==> src/sv/hor_pkg.sv <==
// ----------------------------------------------------------------------------
// hor_pkg
// types, codes and character tables shared by the hex object record parser
// ----------------------------------------------------------------------------
package hor_pkg;

    localparam logic [7:0] C_OUTSIDE  = 8'hFF;
    localparam logic [7:0] C_PERCENT  = 8'h25;
    localparam logic [7:0] C_TOL_RST  = 8'd2;
    localparam logic [7:0] C_FAIL_MAX = 8'hFF;

    // record type digits
    localparam logic [3:0] T_SYMBOL = 4'd3;
    localparam logic [3:0] T_SPACE  = 4'd5;
    localparam logic [3:0] T_DATA   = 4'd6;
    localparam logic [3:0] T_END    = 4'd8;

    // result kinds
    localparam logic KIND_DATA   = 1'b0;
    localparam logic KIND_STATUS = 1'b1;

    // status codes
    localparam logic [2:0] ST_OK       = 3'd0;
    localparam logic [2:0] ST_MISMATCH = 3'd1;
    localparam logic [2:0] ST_BAD_TYPE = 3'd2;
    localparam logic [2:0] ST_HEADER   = 3'd3;
    localparam logic [2:0] ST_OUTSIDE  = 3'd4;

    // result queue
    localparam int C_FIFO_DEPTH = 4;
    localparam int C_PTR_W      = $clog2(C_FIFO_DEPTH);
    localparam int C_CNT_W      = $clog2(C_FIFO_DEPTH + 1);

    typedef struct packed {
        logic        kind;
        logic [7:0]  data_byte;
        logic [6:0]  byte_index;
        logic [3:0]  block_type;
        logic [59:0] address;
        logic [6:0]  byte_count;
        logic [2:0]  status;
        logic        accepted;
        logic        last;
    } t_result;

    // results produced by one character, in order
    typedef struct packed {
        logic [1:0] num;
        t_result    res0;
        t_result    res1;
    } t_push;

    // sum table value of a character, outside marks a non-member
    function automatic logic [7:0] hor_table_value(input logic [7:0] c);
        logic [7:0] v;
        v = C_OUTSIDE;
        if (c >= 8'h30 && c <= 8'h39) v = c - 8'h30;
        else if (c >= 8'h41 && c <= 8'h5A) v = c - 8'h41 + 8'd10;
        else if (c == 8'h24) v = 8'd36;
        else if (c == 8'h25) v = 8'd37;
        else if (c == 8'h5F) v = 8'd39;
        else if (c >= 8'h61 && c <= 8'h7A) v = c - 8'h61 + 8'd40;
        return v;
    endfunction

    // hex digit value, outside marks a non-digit
    function automatic logic [7:0] hor_hex_value(input logic [7:0] c);
        logic [7:0] v;
        v = C_OUTSIDE;
        if (c >= 8'h30 && c <= 8'h39) v = c - 8'h30;
        else if (c >= 8'h41 && c <= 8'h46) v = c - 8'h41 + 8'd10;
        else if (c >= 8'h61 && c <= 8'h66) v = c - 8'h61 + 8'd10;
        return v;
    endfunction

    // data bytes a record holds, zero for other types or short records
    function automatic logic [6:0] hor_byte_count(input logic [3:0] blk_type,
                                                   input logic [7:0] blk_len,
                                                   input logic [3:0] addr_digits);
        logic [7:0] need;
        logic [7:0] diff;
        need = {4'd0, addr_digits} + 8'd6;
        diff = blk_len - need;
        if (blk_type != T_DATA || blk_len < need) return 7'd0;
        return diff[7:1];
    endfunction

endpackage

==> src/sv/hor_core.sv <==
// ----------------------------------------------------------------------------
// hor_core
// per-character record state and result generation, one pass per transfer
// ----------------------------------------------------------------------------
module hor_core (
    input  logic           i_clk,
    input  logic           i_rst_n,
    input  logic           i_accept,
    input  logic [7:0]     i_ch,
    input  logic [7:0]     i_tolerance,
    output hor_pkg::t_push o_push
);
    import hor_pkg::*;

    localparam logic PH_IDLE  = 1'b0;
    localparam logic PH_BLOCK = 1'b1;

    logic        r_phase,       n_phase;
    logic [7:0]  r_char_pos,    n_char_pos;
    logic [7:0]  r_block_len,   n_block_len;
    logic [3:0]  r_type,        n_type;
    logic [7:0]  r_exp_sum,     n_exp_sum;
    logic [7:0]  r_run_sum,     n_run_sum;
    logic        r_bad,         n_bad;
    logic [3:0]  r_addr_digits, n_addr_digits;
    logic [59:0] r_addr_value,  n_addr_value;
    logic [3:0]  r_high_nib,    n_high_nib;
    logic [7:0]  r_fail_count,  n_fail_count;

    logic [7:0]  pos;
    logic [7:0]  tab_v;
    logic [7:0]  hex_v;
    logic [3:0]  hex_d;
    logic [7:0]  first_data;
    logic [7:0]  k;
    logic [6:0]  cnt_r;
    logic        hdr_err;
    logic [2:0]  hdr_status;
    logic        fin;
    logic        emit;
    logic [7:0]  emit_byte;
    logic [6:0]  emit_idx;
    logic [2:0]  fin_status;
    logic        fin_acc;
    t_result     base;
    t_result     data_res;
    t_result     stat_res;

    // decode of the incoming character
    always_comb begin
        pos   = r_char_pos + 8'd1;
        tab_v = hor_table_value(i_ch);
        hex_v = hor_hex_value(i_ch);
        hex_d = (hex_v == C_OUTSIDE) ? 4'd0 : hex_v[3:0];
        cnt_r = hor_byte_count(r_type, r_block_len, r_addr_digits);
        first_data = 8'd7 + {4'd0, r_addr_digits};
        k     = pos - first_data;
    end

    // state update for one character
    always_comb begin
        n_phase       = r_phase;
        n_char_pos    = r_char_pos;
        n_block_len   = r_block_len;
        n_type        = r_type;
        n_exp_sum     = r_exp_sum;
        n_run_sum     = r_run_sum;
        n_bad         = r_bad;
        n_addr_digits = r_addr_digits;
        n_addr_value  = r_addr_value;
        n_high_nib    = r_high_nib;
        hdr_err       = 1'b0;
        hdr_status    = ST_OK;
        fin           = 1'b0;
        emit          = 1'b0;
        emit_byte     = 8'd0;
        emit_idx      = 7'd0;
        if (i_accept) begin
            if (r_phase == PH_IDLE) begin
                // start of a block clears the record
                if (i_ch == C_PERCENT) begin
                    n_phase       = PH_BLOCK;
                    n_char_pos    = 8'd0;
                    n_block_len   = 8'd0;
                    n_type        = 4'd0;
                    n_exp_sum     = 8'd0;
                    n_run_sum     = 8'd0;
                    n_bad         = 1'b0;
                    n_addr_digits = 4'd0;
                    n_addr_value  = 60'd0;
                    n_high_nib    = 4'd0;
                end
            end else begin
                n_char_pos = pos;
                if (pos <= 8'd5) begin
                    // header characters
                    if (hex_v == C_OUTSIDE) begin
                        hdr_err    = 1'b1;
                        hdr_status = ST_HEADER;
                        n_phase    = PH_IDLE;
                    end else begin
                        if (pos <= 8'd3) n_run_sum = r_run_sum + tab_v;
                        case (pos)
                            8'd1: n_block_len = {hex_d, 4'd0};
                            8'd2: n_block_len = {r_block_len[7:4], hex_d};
                            8'd3: n_type      = hex_d;
                            8'd4: n_exp_sum   = {hex_d, 4'd0};
                            8'd5: begin
                                n_exp_sum = {r_exp_sum[7:4], hex_d};
                                if (r_type != T_SYMBOL && r_type != T_SPACE &&
                                    r_type != T_DATA && r_type != T_END) begin
                                    hdr_err    = 1'b1;
                                    hdr_status = ST_BAD_TYPE;
                                    n_phase    = PH_IDLE;
                                end else if (r_block_len <= 8'd5) begin
                                    fin     = 1'b1;
                                    n_phase = PH_IDLE;
                                end
                            end
                            default: ;
                        endcase
                    end
                end else begin
                    // body characters
                    if (tab_v == C_OUTSIDE) n_bad = 1'b1;
                    else n_run_sum = r_run_sum + tab_v;
                    if (r_type == T_DATA || r_type == T_END) begin
                        if (pos == 8'd6) begin
                            n_addr_digits = hex_d;
                        end else if (pos < first_data) begin
                            n_addr_value = {r_addr_value[55:0], hex_d};
                        end else if (r_type == T_DATA) begin
                            if (!k[0]) begin
                                n_high_nib = hex_d;
                            end else if (k[7:1] < cnt_r) begin
                                emit      = 1'b1;
                                emit_byte = {r_high_nib, hex_d};
                                emit_idx  = k[7:1];
                            end
                        end
                    end
                    if (pos >= r_block_len) begin
                        fin     = 1'b1;
                        n_phase = PH_IDLE;
                    end
                end
            end
        end
    end

    // checksum verdict and failure count
    always_comb begin
        n_fail_count = r_fail_count;
        if (n_bad) fin_status = ST_OUTSIDE;
        else if (n_run_sum != n_exp_sum) fin_status = ST_MISMATCH;
        else fin_status = ST_OK;
        fin_acc = (fin_status == ST_OK);
        if (fin && fin_status != ST_OK) begin
            if (r_fail_count != C_FAIL_MAX) n_fail_count = r_fail_count + 8'd1;
            fin_acc = (n_fail_count > i_tolerance);
        end
    end

    // result assembly
    always_comb begin
        base            = '0;
        base.block_type = n_type;
        base.address    = (n_type == T_DATA || n_type == T_END) ? n_addr_value : 60'd0;
        base.byte_count = hor_byte_count(n_type, n_block_len, n_addr_digits);

        data_res            = base;
        data_res.kind       = KIND_DATA;
        data_res.data_byte  = emit_byte;
        data_res.byte_index = emit_idx;

        stat_res      = base;
        stat_res.kind = KIND_STATUS;
        stat_res.last = 1'b1;
        if (hdr_err) begin
            stat_res.status   = hdr_status;
            stat_res.accepted = 1'b0;
        end else begin
            stat_res.status   = fin_status;
            stat_res.accepted = fin_acc;
        end

        o_push = '0;
        if (emit && (fin || hdr_err)) begin
            o_push.num  = 2'd2;
            o_push.res0 = data_res;
            o_push.res1 = stat_res;
        end else if (emit) begin
            o_push.num       = 2'd1;
            o_push.res0      = data_res;
            o_push.res0.last = 1'b1;
        end else if (fin || hdr_err) begin
            o_push.num  = 2'd1;
            o_push.res0 = stat_res;
        end
    end

    // record state registers
    always_ff @(posedge i_clk) begin
        if (!i_rst_n) begin
            r_phase       <= PH_IDLE;
            r_char_pos    <= 8'd0;
            r_block_len   <= 8'd0;
            r_type        <= 4'd0;
            r_exp_sum     <= 8'd0;
            r_run_sum     <= 8'd0;
            r_bad         <= 1'b0;
            r_addr_digits <= 4'd0;
            r_addr_value  <= 60'd0;
            r_high_nib    <= 4'd0;
            r_fail_count  <= 8'd0;
        end else begin
            r_phase       <= n_phase;
            r_char_pos    <= n_char_pos;
            r_block_len   <= n_block_len;
            r_type        <= n_type;
            r_exp_sum     <= n_exp_sum;
            r_run_sum     <= n_run_sum;
            r_bad         <= n_bad;
            r_addr_digits <= n_addr_digits;
            r_addr_value  <= n_addr_value;
            r_high_nib    <= n_high_nib;
            r_fail_count  <= n_fail_count;
        end
    end

endmodule

==> src/sv/hor_result_fifo.sv <==
// ----------------------------------------------------------------------------
// hor_result_fifo
// small result queue taking up to two results per cycle and giving one while the reader does not stall
// ----------------------------------------------------------------------------
module hor_result_fifo (
    input  logic             i_clk,
    input  logic             i_rst_n,
    input  hor_pkg::t_push   i_push,
    input  logic             i_stall,
    output logic             o_valid,
    output hor_pkg::t_result o_result,
    output logic             o_full
);
    import hor_pkg::*;

    t_result              r_mem [C_FIFO_DEPTH];
    logic [C_PTR_W-1:0]   r_wr_ptr, n_wr_ptr;
    logic [C_PTR_W-1:0]   r_rd_ptr, n_rd_ptr;
    logic [C_CNT_W-1:0]   r_count,  n_count;
    logic [C_PTR_W-1:0]   wr_ptr1;
    logic                 pop;

    // head of queue and room for two more results
    assign o_valid  = (r_count != '0);
    assign o_result = r_mem[r_rd_ptr];
    assign o_full   = (r_count > C_CNT_W'(C_FIFO_DEPTH - 2));
    assign pop      = o_valid && !i_stall;
    assign wr_ptr1  = r_wr_ptr + C_PTR_W'(1);

    // pointer and fill updates
    always_comb begin
        n_wr_ptr = r_wr_ptr + C_PTR_W'(i_push.num);
        n_rd_ptr = pop ? r_rd_ptr + C_PTR_W'(1) : r_rd_ptr;
        n_count  = r_count + C_CNT_W'(i_push.num) - C_CNT_W'(pop);
    end

    // queue storage
    always_ff @(posedge i_clk) begin
        if (i_push.num != 2'd0) r_mem[r_wr_ptr] <= i_push.res0;
        if (i_push.num == 2'd2) r_mem[wr_ptr1]  <= i_push.res1;
    end

    always_ff @(posedge i_clk) begin
        if (!i_rst_n) begin
            r_wr_ptr <= '0;
            r_rd_ptr <= '0;
            r_count  <= '0;
        end else begin
            r_wr_ptr <= n_wr_ptr;
            r_rd_ptr <= n_rd_ptr;
            r_count  <= n_count;
        end
    end

endmodule

==> src/sv/hex_object_record_parser.sv <==
// ----------------------------------------------------------------------------
// hex_object_record_parser
// parses extended hex object records one character per transfer
// ----------------------------------------------------------------------------
// results: the core is combinational and its results are registered in the result queue
// throughput: one character per cycle, set by the single-pass state update;
//   an end of record with a data byte gives two results, drained from a
//   four-entry result queue that stalls input while it holds more than two
// reset: synchronous active low, parser idle, failure count zero,
//   error tolerance 2, queue empty
module hex_object_record_parser (
    input  logic        i_clk,
    input  logic        i_rst_n,
    input  logic        i_in_valid,
    output logic        o_in_stall,
    input  logic [7:0]  i_ch,
    output logic        o_out_valid,
    input  logic        i_out_stall,
    output logic        o_kind,
    output logic [7:0]  o_data_byte,
    output logic [6:0]  o_byte_index,
    output logic [3:0]  o_block_type,
    output logic [59:0] o_address,
    output logic [6:0]  o_byte_count,
    output logic [2:0]  o_status,
    output logic        o_accepted,
    output logic        o_last,
    input  logic        i_cfg_valid,
    output logic        o_cfg_ready,
    input  logic [7:0]  i_cfg_error_tolerance
);
    import hor_pkg::*;

    logic [7:0] r_error_tolerance;
    logic       in_accept;
    t_push      push;
    t_result    head;

    assign o_cfg_ready = 1'b1;
    assign in_accept   = i_in_valid && !o_in_stall;

    // configuration register
    always_ff @(posedge i_clk) begin
        if (!i_rst_n) begin
            r_error_tolerance <= C_TOL_RST;
        end else if (i_cfg_valid && o_cfg_ready) begin
            r_error_tolerance <= i_cfg_error_tolerance;
        end
    end

    hor_core u_core (
        .i_clk       (i_clk),
        .i_rst_n     (i_rst_n),
        .i_accept    (in_accept),
        .i_ch        (i_ch),
        .i_tolerance (r_error_tolerance),
        .o_push      (push)
    );

    hor_result_fifo u_fifo (
        .i_clk    (i_clk),
        .i_rst_n  (i_rst_n),
        .i_push   (push),
        .i_stall  (i_out_stall),
        .o_valid  (o_out_valid),
        .o_result (head),
        .o_full   (o_in_stall)
    );

    // result fields
    assign o_kind       = head.kind;
    assign o_data_byte  = head.data_byte;
    assign o_byte_index = head.byte_index;
    assign o_block_type = head.block_type;
    assign o_address    = head.address;
    assign o_byte_count = head.byte_count;
    assign o_status     = head.status;
    assign o_accepted   = head.accepted;
    assign o_last       = head.last;

    // checks
    a_pair_order: assert property (@(posedge i_clk) disable iff (!i_rst_n)
        push.num == 2'd2 |-> push.res0.kind == KIND_DATA && push.res1.kind == KIND_STATUS
                             && !push.res0.last && push.res1.last)
        else $error("two results not ordered data then status");

    a_no_push_idle: assert property (@(posedge i_clk) disable iff (!i_rst_n)
        !in_accept |-> push.num == 2'd0)
        else $error("result produced without an input transfer");

    a_data_clean: assert property (@(posedge i_clk) disable iff (!i_rst_n)
        o_out_valid && o_kind == KIND_DATA |-> o_status == ST_OK && !o_accepted)
        else $error("data byte result carries status");

    a_empty_after_reset: assert property (@(posedge i_clk)
        i_rst_n && $past(!i_rst_n) |-> !o_out_valid && !o_in_stall)
        else $error("queue not empty after reset");

endmodule

==> config.mk <==
export PLATFORM = sky130hd
export DESIGN_NAME = hex_object_record_parser
export DESIGN_NICKNAME = d
export VERILOG_FILES = /design/src/sv/hor_pkg.sv /design/src/sv/hor_core.sv /design/src/sv/hor_result_fifo.sv /design/src/sv/hex_object_record_parser.sv
export SDC_FILE = /design/constraint.sdc
export NUM_CORES = 1
export LEC_CHECK = 0
export CORE_ASPECT_RATIO = 1.25
export CORE_MARGIN = 1.5
export CORE_UTILIZATION = 64
export CTS_CLUSTER_DIAMETER = 40
export DETAILED_ROUTE_END_ITERATION = 7
export DONT_BUFFER_PORTS = 1
export PLACE_DENSITY_LB_ADDON = 0.25
export SLEW_MARGIN = 20
export SYNTH_ARGS = -nofsm -noshare
export SYNTH_HDL_FRONTEND = slang
export SYNTH_SLANG_ARGS = --single-unit
==> constraint.sdc <==
create_clock -name i_clk -period 8.8 [get_ports i_clk]
set_clock_uncertainty 0.15 [all_clocks]
set_input_delay 1.32 -clock i_clk [delete_from_list [all_inputs] [get_ports i_clk]]
set_output_delay 1.32 -clock i_clk [all_outputs]
set_load 0.01 [all_outputs]
==> results by group <==
Status
  • Status: complete, no violations

Critical path
  • CP Buf/Inv Count: 7
  • Top Family by Delay on Critical Path: simple AND/OR/NAND/NOR gates
  • Critical Path RT: 8.83 ns
  • Critical path class: reg -> reg
  • Critical Path End Type: flop
  • Crit-path cells: ha_1, nand2b_1, and2_1, inv_1, ha_1, nor2b_1, o21ai_0, nand2b_1, a21oi_1, inv_1, nor3_1, nor4_1, and4_1, clkinv_1, ha_1, nor3_1, nor2_1, buf_4, clkinv_2, buf_4, buf_4
  • Crit start category: flop
  • Slowest-stage cell, CP: nor4_1
  • CP Max Fanout: 54
  • Crit-path max cell delay: 0.91 ns
  • WP data arrival: 7.22 ns

Clock network
  • TritonCTS clock tree: done
  • PostCTS Resize Cnt: 0
  • Post-CTS Hold Buffers: 0
  • Root buf cell: clkbuf_16
  • Worst-path clk slew: 0.06 ns
  • H-tree levels: 2
  • Num CTS Buffers: 50
  • Clk Latency, worst-skew pair: 0.57 ns
  • Post-CTS setup buffer count: 0
  • Clock tree buffer depth: 3
  • TritonCTS sink count: ~500

Synth
  • Post-synth EDFFs: between 300 and 400
  • Post-Synth XOR/XNOR Area: under 10%
  • FF+latch count, synth: 499
  • Avg Cell Area, Syn: between 10 and 15 um2
  • Synth Area in Compound Gates: roughly 11%
  • Most used DFF post-synth: edfxtp_1
  • Mapped Cells: roughly 2,100
  • Synth Area in Adders: 4.00%
  • Asr flop ratio synth: 0%
  • Synth cell types: between 90 and 100
  • Post-synthesis mux area share: 9.44%
  • Syn Nets: 2,226
  • Simple-Gate Fraction of Synth Area: about 16%
  • Cell Area, Synth: 0.0241 mm2
  • Largest family of logic cells by synthesized area: simple AND/OR/NAND/NOR gates
  • Yosys warns: 0
  • Sequential fraction of the synthesis area: between 50% and 60%

Route
  • DRC: 0
  • Via-per-instance ratio: 6.49
  • Vias: 16,900
  • Final ANT Viol Nets: 0
  • Drt pass-1 iters: 5
  • Routed wire length: between 50,000 and 60,000 um
  • Wire per inst: 22.5 um
  • DRT iter0 DRCs: ~1,600

Layout
  • Layout cell share with drive strength beyond 1: 11.4%
  • Multi-input logic area: about 0.010 mm2
  • Final Non-Filler Cells: around 2,600
  • Fill cell count: 2,612
  • Storage element area: 0.0131 mm2
  • Diodes inserted: 0
  • Nets@finish: 2,177
  • Area Growth Syn to Fin: 8.58%

Floorplanning
  • Die width: 176 um
  • Core region area: 0.0372 mm2
  • Io pins: 116
  • Die ar.: roughly 0.039 mm2
  • Die Y: 220 um
  • Row count: a little under 80
  • Initial Util: 64.8%

STA
  • RSZ-0062 raised after global routing: no
  • Setup violators final: 0
  • FMAX: approximately 140 MHz
  • Hold Violations, Final: 0
  • Period utilization: 81.8%
  • Setup TNS: 0 ns
  • Final Max Slew Viols: 0
  • Slew HR: between 20 and 30%
  • Worst slew pin tran: 1.06 ns
  • Final min period: 7.20 ns

Run
  • Max_cap viols: 0

Power and ir drop
  • Lkg Pwr: 0.00876 uW
  • Maximum VDD drop: 0.000364 V
  • Power Density: 211 mW/mm2

Placed design
  • Port bufs: 0
  • Routability Congestion: 0.895
  • Dpl hpwl: 37,100 um
  • Inst Count DP: between 2,000 and 3,000

Global route
  • Tot GR Track Use: 30.4%
  • Grt ovf: 0
  • Pin count of the biggest net entering global routing: 90
  • First-pass GRT wire length: 91,600 um
  • Vias in the first global route: around 17,000
  • Initial antenna violation count: 0

Hold path
  • HP Class: reg -> reg
## metal layers
metal / part of all wire (%) / global-route usage [%]
met4: 3.6 / 11.2
met5: 0 / 0
met1: 38 / 37.4
met3: 6.7 / 3.69
met2: 52 / 54.8
## cells in the final DEF (no fill, tap or decap), drive strengths merged, types with 23 or more instances in the layout
cell	netlist	layout
nor2	371	371
edfxtp	308	308
dfxtp	191	191
nand2	185	185
mux4	92	92
a22o	87	87
o21ai	86	86
and2	85	85
ha	69	69
clkbuf	76	68
inv	61	64
a21oi	62	62
nor3	59	59
xnor2	37	37
nand2b	27	27
buf	49	24
xor2	23	23
## cell type report
cell class                 instances  share of cell area [%]
sequential                       499                    50.0
multi-input combinational       1445                    39.4
clock buffer                      68                    5.48
tap                              486                    2.33
clock inverter                    25                   0.943
inverter                          62                   0.909
timing repair buffer              24                   0.881
## Yosys cell counts, drive strengths merged, types with 4 or more instances
library cell  instances  area (um2)
nand4                12        81.3
a31oi                11        68.8
a22o                 87         763
o31ai                12         104
ha                   69         863
nor2b                16         100
a21o                 13        97.6
nand3b                4        30.0
o211ai                4        30.0
nor4                  6        52.6
and4                  5        43.8
nor3                 59         300
dfxtp               191        3820
nor2                371        1400
mux4                 92        2070
or2                   6        37.5
fa                    5         100
nand3                20         100
mux2i                19         190
or3                  13        86.3
and2                 85         532
a211oi                9        82.6
a21oi                62         322
a32oi                11        96.3
inv                  61         229
nand2b               27         169
nand2               185         694
a22oi                13        97.6
edfxtp              308        9250
o21ai                86         438
xor2                 23         201
a221oi                6        71.3
xnor2                37         324
clkbuf               76         285
and3                  7        43.8
o21a                  8        60.1
buf                  49         244
## logic make-up (layout without fill, tap and decap cells)
kind of cell | count (synthesis) | after routing
and+or+nand+nor | 834 | 834
DFF | 499 | 499
AOI/OAI and AO/OA | 363 | 363
buffers and inverters | 187 | 179
muxes | 112 | 112
adders and majority gates | 74 | 74
xor gates and xnor gates | 61 | 61
other | 1 | 1
## path summary, 6_finish.rpt
path / startpoint / endpoint / slack, ns / cells past startpoint
worst max register to register: u_core.r_char_pos[0] / u_fifo.r_mem[2][24] / 1.60 / 21
worst min register to register: u_fifo.r_mem[2][78] / u_fifo.r_mem[2][78] / 0.30 / 2
worst min-delay path: u_fifo.r_mem[2][78] / u_fifo.r_mem[2][78] / 0.30 / 2
worst max-delay path: u_core.r_char_pos[0] / u_fifo.r_mem[2][24] / 1.60 / 21
## registers in the layout (all words and copies together), names as in the netlist, 2 cells and up, named ones only
register and count:
r_error_tolerance 8, u_core.r_addr_digits 4, u_core.r_addr_value 60, u_core.r_block_len 8
u_core.r_char_pos 8, u_core.r_exp_sum 8, u_core.r_fail_count 8, u_core.r_high_nib 4
u_core.r_run_sum 8, u_core.r_type 4, u_fifo.r_count 3, u_fifo.r_mem 368
u_fifo.r_rd_ptr 2, u_fifo.r_wr_ptr 2
## per-stage QoR
stage / utilization [%] / area, um2 / hold WS, ns / total power, uW / worst slack (ns)
6_report: 70.4 / 26100 / 0.302 / 5530 / 1.60
5_1_grt: 70.4 / 26100 / 0.330 / 5690 / 1.17
4_1_cts: 70.4 / 26100 / 0.307 / 5560 / 1.77
3_5_place_dp: 65.8 / 24500 / 0.293 / 3440 / 1.40
3_3_place_gp: 65.8 / 24500 / 0.279 / 3420 / 1.54
2_1_floorplan: - / 24100 / 0.270 / 3260 / 0.769
## where the power goes
part / leakage [uW] / internal [uW] / total [uW] / switching, uW
Combinational: 0.00354 / 394 / 824 / 431
Clock: 0.000816 / 1240 / 2160 / 917
Sequential: 0.00440 / 2470 / 2540 / 73.2
Total: 0.00876 / 4110 / 5530 / 1420
## worst min-delay path, cell delays in order (launching register included)
cell and delay (ns):
dfxtp_1 0.32, nand2_1 0.04, o21ai_0 0.06
(Power assumes the default switching activity.)
